File: src/rtl/des_key_schedule_unit_assert.svh
// Assertion macros shared by the key schedule RTL.
`ifndef DES_KEY_SCHEDULE_UNIT_ASSERT_SVH
`define DES_KEY_SCHEDULE_UNIT_ASSERT_SVH

// Same-cycle implication, checked on every rising edge outside reset.
`define DKS_ASSERT_IMPL(label, clk, rst_n, ante, cons) \
  label: assert property (@(posedge clk) disable iff (!rst_n) (ante) |-> (cons)) \
    else $error("key schedule assertion failed");

// Next-cycle implication, checked on every rising edge outside reset.
`define DKS_ASSERT_NEXT(label, clk, rst_n, ante, cons) \
  label: assert property (@(posedge clk) disable iff (!rst_n) (ante) |=> (cons)) \
    else $error("key schedule assertion failed");

`endif

File: src/rtl/desks_pkg.sv
package desks_pkg;

  localparam int KeyW    = 64;
  localparam int HalfW   = 28;
  localparam int CdW     = 2 * HalfW;
  localparam int SubkeyW = 48;
  localparam int RoundW  = 4;
  localparam int OutW    = 56;

  localparam logic [RoundW-1:0] LastRound = 4'd15;

  typedef logic [KeyW-1:0]    key_t;
  typedef logic [CdW-1:0]     cd_t;
  typedef logic [SubkeyW-1:0] subkey_t;
  typedef logic [RoundW-1:0]  round_t;
  typedef logic [OutW-1:0]    out_data_t;

  // The first permuted choice (PC1), entries are DES bit numbers 1..64.
  localparam logic [7:0] Pc1Tab [CdW] = '{
    8'd57, 8'd49, 8'd41, 8'd33, 8'd25, 8'd17, 8'd9,
    8'd1,  8'd58, 8'd50, 8'd42, 8'd34, 8'd26, 8'd18,
    8'd10, 8'd2,  8'd59, 8'd51, 8'd43, 8'd35, 8'd27,
    8'd19, 8'd11, 8'd3,  8'd60, 8'd52, 8'd44, 8'd36,
    8'd63, 8'd55, 8'd47, 8'd39, 8'd31, 8'd23, 8'd15,
    8'd7,  8'd62, 8'd54, 8'd46, 8'd38, 8'd30, 8'd22,
    8'd14, 8'd6,  8'd61, 8'd53, 8'd45, 8'd37, 8'd29,
    8'd21, 8'd13, 8'd5,  8'd28, 8'd20, 8'd12, 8'd4
  };

  // The second permuted choice (PC2), entries are bit numbers 1..56 of C and D.
  localparam logic [7:0] Pc2Tab [SubkeyW] = '{
    8'd14, 8'd17, 8'd11, 8'd24, 8'd1,  8'd5,
    8'd3,  8'd28, 8'd15, 8'd6,  8'd21, 8'd10,
    8'd23, 8'd19, 8'd12, 8'd4,  8'd26, 8'd8,
    8'd16, 8'd7,  8'd27, 8'd20, 8'd13, 8'd2,
    8'd41, 8'd52, 8'd31, 8'd37, 8'd47, 8'd55,
    8'd30, 8'd40, 8'd51, 8'd45, 8'd33, 8'd48,
    8'd44, 8'd49, 8'd39, 8'd56, 8'd34, 8'd53,
    8'd46, 8'd42, 8'd50, 8'd36, 8'd29, 8'd32
  };

  // PC1: the first table entry lands in the top bit of C.
  function automatic cd_t pc1(input key_t key);
    cd_t res;
    for (int i = 0; i < CdW; i++) begin
      res[CdW-1-i] = key[KeyW - int'(Pc1Tab[i])];
    end
    return res;
  endfunction

  // PC2: the first table entry lands in the top bit of the subkey.
  function automatic subkey_t pc2(input cd_t cd);
    subkey_t res;
    for (int i = 0; i < SubkeyW; i++) begin
      res[SubkeyW-1-i] = cd[CdW - int'(Pc2Tab[i])];
    end
    return res;
  endfunction

  // The first two rounds, the ninth and the last shift by one place, all others by two.
  function automatic logic shift_two(input round_t round);
    logic two;
    case (round) inside
      4'd0, 4'd1, 4'd8, LastRound: two = 1'b0;
      default: two = 1'b1;
    endcase
    return two;
  endfunction

  // Rotate C and D left each within its own 28 bits.
  function automatic cd_t rotate_cd(input cd_t cd, input logic two);
    logic [HalfW-1:0] c;
    logic [HalfW-1:0] d;
    c = cd[CdW-1:HalfW];
    d = cd[HalfW-1:0];
    if (two) begin
      c = {c[HalfW-3:0], c[HalfW-1:HalfW-2]};
      d = {d[HalfW-3:0], d[HalfW-1:HalfW-2]};
    end else begin
      c = {c[HalfW-2:0], c[HalfW-1]};
      d = {d[HalfW-2:0], d[HalfW-1]};
    end
    return {c, d};
  endfunction

endpackage

File: src/rtl/des_key_schedule_unit.sv
// DES key schedule: one 64-bit key in, sixteen 48-bit round keys out.
// A key passes through the key stage (PC1), the round stage and the output stage (PC2) in order.
// Throughput: one subkey per cycle while out_tready is high and a key is queued; the key stage
// can take the next key while the round stage steps C and D through the previous key's rounds.
// Reset (rst_n low, synchronous) empties all stages; payload registers are not cleared.
`include "des_key_schedule_unit_assert.svh"

module des_key_schedule_unit (
  input  logic                   clk,
  input  logic                   rst_n,
  input  logic                   in_tvalid,
  output logic                   in_tready,
  input  desks_pkg::key_t        in_tdata,   // [63:0] key
  output logic                   out_tvalid,
  input  logic                   out_tready,
  output desks_pkg::out_data_t   out_tdata,  // [3:0] round_index, [51:4] subkey, [55:52] zero
  output logic                   out_tlast   // last: sixteenth subkey of a key
);
  import desks_pkg::*;

  // Key stage: PC1 of the accepted key.
  logic    key_valid_r, key_valid_nxt;
  cd_t     key_cd_r;
  // Round stage: C and D already rotated for round gen_round_r.
  logic    gen_valid_r, gen_valid_nxt;
  cd_t     gen_cd_r, gen_cd_nxt;
  round_t  gen_round_r, gen_round_nxt;
  // Output stage: PC2 result.
  logic    out_valid_r, out_valid_nxt;
  subkey_t out_subkey_r;
  round_t  out_round_r;
  logic    out_last_r;

  logic out_free;
  logic gen_move;
  logic gen_open;
  logic gen_take;
  logic in_take;

  assign out_free = !out_valid_r || out_tready;
  assign gen_move = gen_valid_r && out_free;
  assign gen_open = !gen_valid_r || (gen_move && gen_round_r == LastRound);
  assign gen_take = gen_open && key_valid_r;
  assign in_tready = !key_valid_r || gen_take;
  assign in_take = in_tvalid && in_tready;

  // Key stage control.
  always_comb begin
    key_valid_nxt = key_valid_r;
    if (in_take) begin
      key_valid_nxt = 1'b1;
    end else if (gen_take) begin
      key_valid_nxt = 1'b0;
    end
  end

  // Round stage: load a key at round 0, go empty if none waits, else step to the next round.
  always_comb begin
    gen_valid_nxt = gen_valid_r;
    gen_cd_nxt    = gen_cd_r;
    gen_round_nxt = gen_round_r;
    if (gen_take) begin
      gen_valid_nxt = 1'b1;
      gen_cd_nxt    = rotate_cd(key_cd_r, shift_two('0));
      gen_round_nxt = '0;
    end else if (gen_open) begin
      gen_valid_nxt = 1'b0;
    end else if (gen_move) begin
      gen_round_nxt = gen_round_r + 4'd1;
      gen_cd_nxt    = rotate_cd(gen_cd_r, shift_two(gen_round_nxt));
    end
  end

  // Output stage control.
  always_comb begin
    out_valid_nxt = out_valid_r;
    if (out_free) begin
      out_valid_nxt = gen_valid_r;
    end
  end

  // Valid bits.
  always_ff @(posedge clk) begin
    if (!rst_n) begin
      key_valid_r <= 1'b0;
      gen_valid_r <= 1'b0;
      out_valid_r <= 1'b0;
    end else begin
      key_valid_r <= key_valid_nxt;
      gen_valid_r <= gen_valid_nxt;
      out_valid_r <= out_valid_nxt;
    end
  end

  // Payload registers.
  always_ff @(posedge clk) begin
    if (in_take) begin
      key_cd_r <= pc1(in_tdata);
    end
    gen_cd_r    <= gen_cd_nxt;
    gen_round_r <= gen_round_nxt;
    if (gen_move) begin
      out_subkey_r <= pc2(gen_cd_r);
      out_round_r  <= gen_round_r;
      out_last_r   <= (gen_round_r == LastRound);
    end
  end

  assign out_tvalid = out_valid_r;
  assign out_tdata  = {{(OutW - SubkeyW - RoundW){1'b0}}, out_subkey_r, out_round_r};
  assign out_tlast  = out_last_r;

  // The last flag marks exactly the sixteenth round.
  `DKS_ASSERT_IMPL(a_last_round, clk, rst_n, out_tvalid,
                   out_tlast == (out_tdata[3:0] == LastRound))
  // Rounds of one key follow each other without a gap.
  `DKS_ASSERT_NEXT(a_round_seq, clk, rst_n, out_tvalid && out_tready && !out_tlast,
                   out_tvalid && out_tdata[3:0] == 4'($past(out_tdata[3:0]) + 4'd1))
  // A key taken into the round stage starts at its first round.
  `DKS_ASSERT_NEXT(a_load_round, clk, rst_n, gen_take,
                   gen_valid_r && gen_round_r == '0)

endmodule
File: config.mk
export PLATFORM = sky130hd
export DESIGN_NAME = des_key_schedule_unit
export DESIGN_NICKNAME = d
export VERILOG_FILES = /design/src/rtl/desks_pkg.sv /design/src/rtl/des_key_schedule_unit.sv
export VERILOG_INCLUDE_DIRS = /design/src /design/src/rtl
export SDC_FILE = /design/constraint.sdc
export NUM_CORES = 1
export LEC_CHECK = 0
export ABC_AREA = 1
export BUFFER_PORTS_ARGS = -buffer_cell sky130_fd_sc_hd__buf_2
export CORE_MARGIN = 2
export CORE_UTILIZATION = 55
export CTS_CLUSTER_DIAMETER = 150
export DETAILED_ROUTE_END_ITERATION = 12
export GPL_TIMING_DRIVEN = 0
export MAX_ROUTING_LAYER = met4
export PLACE_DENSITY = 0.79
export SLEW_MARGIN = 20
export SYNTH_ARGS = -nofsm -noshare
export SYNTH_HDL_FRONTEND = slang
export SYNTH_SLANG_ARGS = --single-unit
File: constraint.sdc
create_clock -name clk -period 14.2 [get_ports clk]
set_clock_uncertainty 0.1 [all_clocks]
set_input_delay 1.42 -clock clk [delete_from_list [all_inputs] [get_ports clk]]
set_output_delay 1.42 -clock clk [all_outputs]
set_load 0.02 [all_outputs]
=== Word-level counts from Yosys, hierarchy flattened ===
Cells that the tools add are included.

* Register bits after elaboration: 172
* Input port bits: 68
* Output and inout port bits: 59
* Logic and storage cells: 46

* Add/sub/neg operators: 1
* Eq/ne operators: 5
* Mux-type cells: 13
* Bitwise logic cells: 1
* Reduce and logical (&&, ||, !) cells: 17

{| class="wikitable"
|+ Operators by type and width
! cell !! count
|-
| 56-bit 2-to-1 mux || 3
|-
| 28-bit 2-to-1 mux || 2
|-
| 4-bit equality test (second input constant) || 3
|-
| 1-bit 2-to-1 mux || 8
|-
| 2-bit nonzero test || 3
|-
| 4-bit by 1-bit adder with 4-bit output (second input constant) || 1
|-
| 4-bit by 1-bit equality test with 1-bit output (second input constant) || 1
|-
| 1-bit logical AND || 4
|-
| 4-bit logical NOT || 1
|-
| 2-bit AND reduction || 2
|-
| 4-bit OR reduction || 1
|-
| 1-bit logical NOT || 3
|-
| 1-bit logical OR || 3
|-
| 2-bit by 1-bit inequality test with 1-bit output (second input constant) || 1
|-
| 1-bit inverter || 1
|}

=== Depth between registers and ports, before layout ===
* Depth after elaboration: 11
* Depth in mapped cells: 11
* Depth with buffers taken out: 10

=== Least setup slack after synthesis ===
No wires, ideal clock.

* Path type: input-to-reg
* From: in out_tready
* To: reg gen_cd_r[0], enable pin
* Library setup time: 0.416 ns
* Arrival: 6.230 ns
* Data required time: 13.684 ns
* Slack: 7.455 ns
* Stages: 4
* Buffers on the path: 0
* Path through: inv_1 -> a21oi_1 -> o21ai_1 -> nand2_1

* Word-level cells in the longest chain between the ends: 7
* Elaborated cells between the ends (all ways): 8
* Those cells by class: 1 x eq/ne; 7 x reduce/logical

{| class="wikitable"
|+ RTL lines
! element !! line !! RTL
|-
| from (decl) || des_key_schedule_unit.sv:15 || <nowiki>input logic out_tready,</nowiki>
|-
| 1-bit logical OR * || des_key_schedule_unit.sv:40 || <nowiki>assign out_free = !out_valid_r || out_tready;</nowiki>
|-
| 1-bit logical AND * || des_key_schedule_unit.sv:41 || <nowiki>assign gen_move = gen_valid_r && out_free;</nowiki>
|-
| via gen_move || des_key_schedule_unit.sv:35 || <nowiki>logic gen_move;</nowiki>
|-
| 1-bit logical AND || des_key_schedule_unit.sv:42 || <nowiki>assign gen_open = !gen_valid_r || (gen_move && gen_round_r == LastRound);</nowiki>
|-
| 1-bit logical OR || des_key_schedule_unit.sv:42 ||
|-
| 1-bit logical AND || des_key_schedule_unit.sv:43 || <nowiki>assign gen_take = gen_open && key_valid_r;</nowiki>
|-
| 2-bit by 1-bit inequality test with 1-bit output (no source line) or 2-bit nonzero test (tied branches) || -- ||
|-
| 2-bit AND reduction (no source line) * || -- ||
|-
| to (signal assigned) || des_key_schedule_unit.sv:100 || <nowiki>gen_cd_r <= gen_cd_nxt;</nowiki>
|-
| to (decl) || des_key_schedule_unit.sv:26 || <nowiki>cd_t gen_cd_r, gen_cd_nxt;</nowiki>
|}

The timed path passes the listed nets; every way through them passes the cells marked *.
A chain may end at the register's enable or synchronous reset.

=== Worst setup path in the final report ===
* From: in out_tready
* To: out in_tready

* Word-level cells in the longest chain between the ends: 6

{| class="wikitable"
|+ RTL lines
! element !! line !! RTL
|-
| 1-bit logical OR || des_key_schedule_unit.sv:40 ||
|-
| 1-bit logical AND || des_key_schedule_unit.sv:41 ||
|-
| 1-bit logical AND || des_key_schedule_unit.sv:42 ||
|-
| 1-bit logical OR || des_key_schedule_unit.sv:42 ||
|-
| 1-bit logical AND || des_key_schedule_unit.sv:43 ||
|-
| 1-bit logical OR || des_key_schedule_unit.sv:44 || <nowiki>assign in_tready = !key_valid_r || gen_take;</nowiki>
|-
| to (decl) || des_key_schedule_unit.sv:12 || <nowiki>output logic in_tready,</nowiki>
|}

No other way between the ends.

==> out/metrics.yaml <==
floorplan:
  ios: 127
  design.core.area_um2: 12700
  dieArea_um2: 14000
  die_w_um: 118
  start_util: 0.567
  rows: 41
  die_y_um: 118
critical_path:
  startpoint_type: "input port"
  crit_required_ps: 12680
  crit_type: "input port to output port"
  critPathMaxStageDelay_ps: 190
  crit_family: "buffers and inverters"
  crit_top_cell: "buf_2"
  endpoint_kind: "output port"
  path_buf_inv: 3
  cp.arrival_ps: 2170
  path_max_fanout: 3
  slowest_stage: "buf_2"
  crit_chain: "buf_2 > inv_1 > nand2_1 > nand2_2 > nand3_1 > buf_2"
sta:
  hold-worst-slack_ps: 347
  slew_violations: 0
  fin_tns_setup_ps: 0
  finalHoldViolCount: 0
  finalCritPeriodShare: 0.260
  rsz0062_at_grt: "false"
  relSlewSlack: 0.566
  fmax_mhz: 271
  setup_viol: 0
  period_needed_ps: 3690
  worstMarginPinSlew_ps: 646
clocking:
  cts-hold-fix-buffers: 0
  insertion_delay_ps: 420
  cts-buffers-inserted: 17
  cts_resized: 0
  cts_tree: "built"
  clk_pin_slew_ps: 60
  htreeDepth: 4
  clkSinkCount: 172
  post-cts-setup-buffer-count: 0
  root_buffer: "clkbuf_16"
  cts_buffer_depth: 2
layout:
  n_fill_cell: 869
  num_antenna_cells: 0
  fin_area_um2: 8780
  layout.nets: 812
  drive_gt1_frac: 0.298
  fin_util: 0.693
  area_growth_pct: 22.2
logic_synthesis:
  synth_warnings: 0
  ys_ff_latch: 172
  syn-cell-area_um2: 7180
  avgSynthCellArea_um2: 11.9
  syn_inst: 601
  ys_seq_area_frac: 0.710
  ys_types: 25
global_route:
  overflow: 0
  grt_pass1_wl_um: 23600
  grt_pass1_vias: 4770
  grt_usage: 0.226
  antenna_found_initial: 0
  grt_max_degree: 57
job:
  maxCapViolCount: 0
routing:
  first_iter_violations: 399
  vias: 4800
  wl_um: 14800
  avgViaCountPerCell: 5.18
  ant_nets: 0
  wl_per_cell_um: 15.9
  drc: 0
  dr.pass1.iters: 5
min_path:
  hold_class: "register to register"
place:
  place.gp.congestion: 0.803
  placed_area_um2: 8100
  port_buffers: 114
  dpl.hpwl_um: 9540
status:
  outcome: "finished clean"
pwr:
  p_leak_nw: 3.81
  ir_worst_vdd_mv: 0.106
  finalPower_mw: 1.68
  pwr_density_cell_nw_per_um2: 191
## synthesized netlist by cell type (all sizes together)
cell type	count	share of area
nand2	188	0.11
edfxtp	165	0.69
nand3	114	0.079
inv	72	0.038
buf	32	0.039
dfxtp	7	0.020
a21oi	6	0.0042
nor2	4	0.0031
ha	3	0.0052
o21ai	3	0.0021
clkbuf	2	0.0010
nand4	2	0.0017
conb	1	0.00052
nor3	1	0.00070
xor2	1	0.0012
## worst reg2reg max path: cells and delay by family (launching register included)
family | cells | cell delay, ps
and+or+nand+nor | 5 | 540
DFF | 1 | 490
buffers and inverters | 2 | 760
adders and majority gates | 1 | 280
## state kept, by name, indices dropped and copies added, names as in the netlist
| name | cells |
|---|---|
| gen_cd_r | 56 |
| gen_round_r | 4 |
| gen_valid_r | 1 |
| key_cd_r | 56 |
| key_valid_r | 1 |
| out_round_r | 4 |
| out_subkey_r | 48 |
| out_tlast | 1 |
| out_tvalid | 1 |
## routing by layer
layer	up-vias	track usage	routed length [µm]
met5	-	-	0
met4	0	0.107	395
met3	43	0.0434	984
met2	269	0.383	7630
met1	2199	0.259	5740
li1	2289	-	-
## area by class of cell
class                      count  area, µm²  share of cell area
sequential                   172       5090               0.581
multi-input combinational    326       1560               0.177
timing repair buffer         118        673              0.0767
clock buffer                  18        429              0.0489
buffer                        34        289              0.0329
inverter                      72        270              0.0308
clock inverter                14        248              0.0282
tap                          172        215              0.0245
## cells by family (layout without fill, tap and decap cells)
group,after synthesis,after routing,share of synthesized area
AO/OA/AOI/OAI,9,9,0.00627
XOR/XNOR,1,1,0.00122
adder cells (fa/ha/maj),3,3,0.00523
buffers and inverters,106,256,0.0779
flip-flops,172,172,0.710
other,1,4,0.000522
AND/OR/NAND/NOR,309,309,0.199
## placed cells by master, fill, tap and decap left out, drive strengths merged
cell type	count
buf	150
conb	4
nand3	114
xor2	1
nand2	188
clkbuf	20
ha	3
inv	72
o21ai	3
dfxtp	7
clkinvlp	2
a21oi	6
nor2	4
edfxtp	165
bufinv	7
nand4	2
clkinv	5
nor3	1
## power breakdown
part | total, mW | leakage (nW) | switching, mW | internal [mW]
Clock | 0.528 | 0.325 | 0.183 | 0.345
Combinational | 0.437 | 1.86 | 0.278 | 0.159
Sequential | 0.711 | 1.63 | 0.0359 | 0.675
Total | 1.68 | 3.81 | 0.498 | 1.18
## final timing paths
check	startpoint	endpoint	slack [ps]	depth (start not counted)
max	out_tready	in_tready	10510	6
min	gen_cd_r[5]$_DFFE_PP_	out_subkey_r[15]$_DFFE_PP_	350	0
max reg2reg	gen_round_r[1]$_SDFFE_PP0P_	key_cd_r[20]$_DFFE_PP_	11720	8
min reg2reg	gen_cd_r[5]$_DFFE_PP_	out_subkey_r[15]$_DFFE_PP_	350	0
## stage by stage
| stage | cells | setup WS [ps] |
|---|---|---|
| 2_1_floorplan | 604 | 7450 |
| 3_3_place_gp | 890 | 5350 |
| 3_5_place_dp | 894 | 10540 |
| 4_1_cts | 926 | 10520 |
| 5_1_grt | 926 | 10460 |
| 6_report | 926 | 10510 |
(Power assumes the default switching activity.)
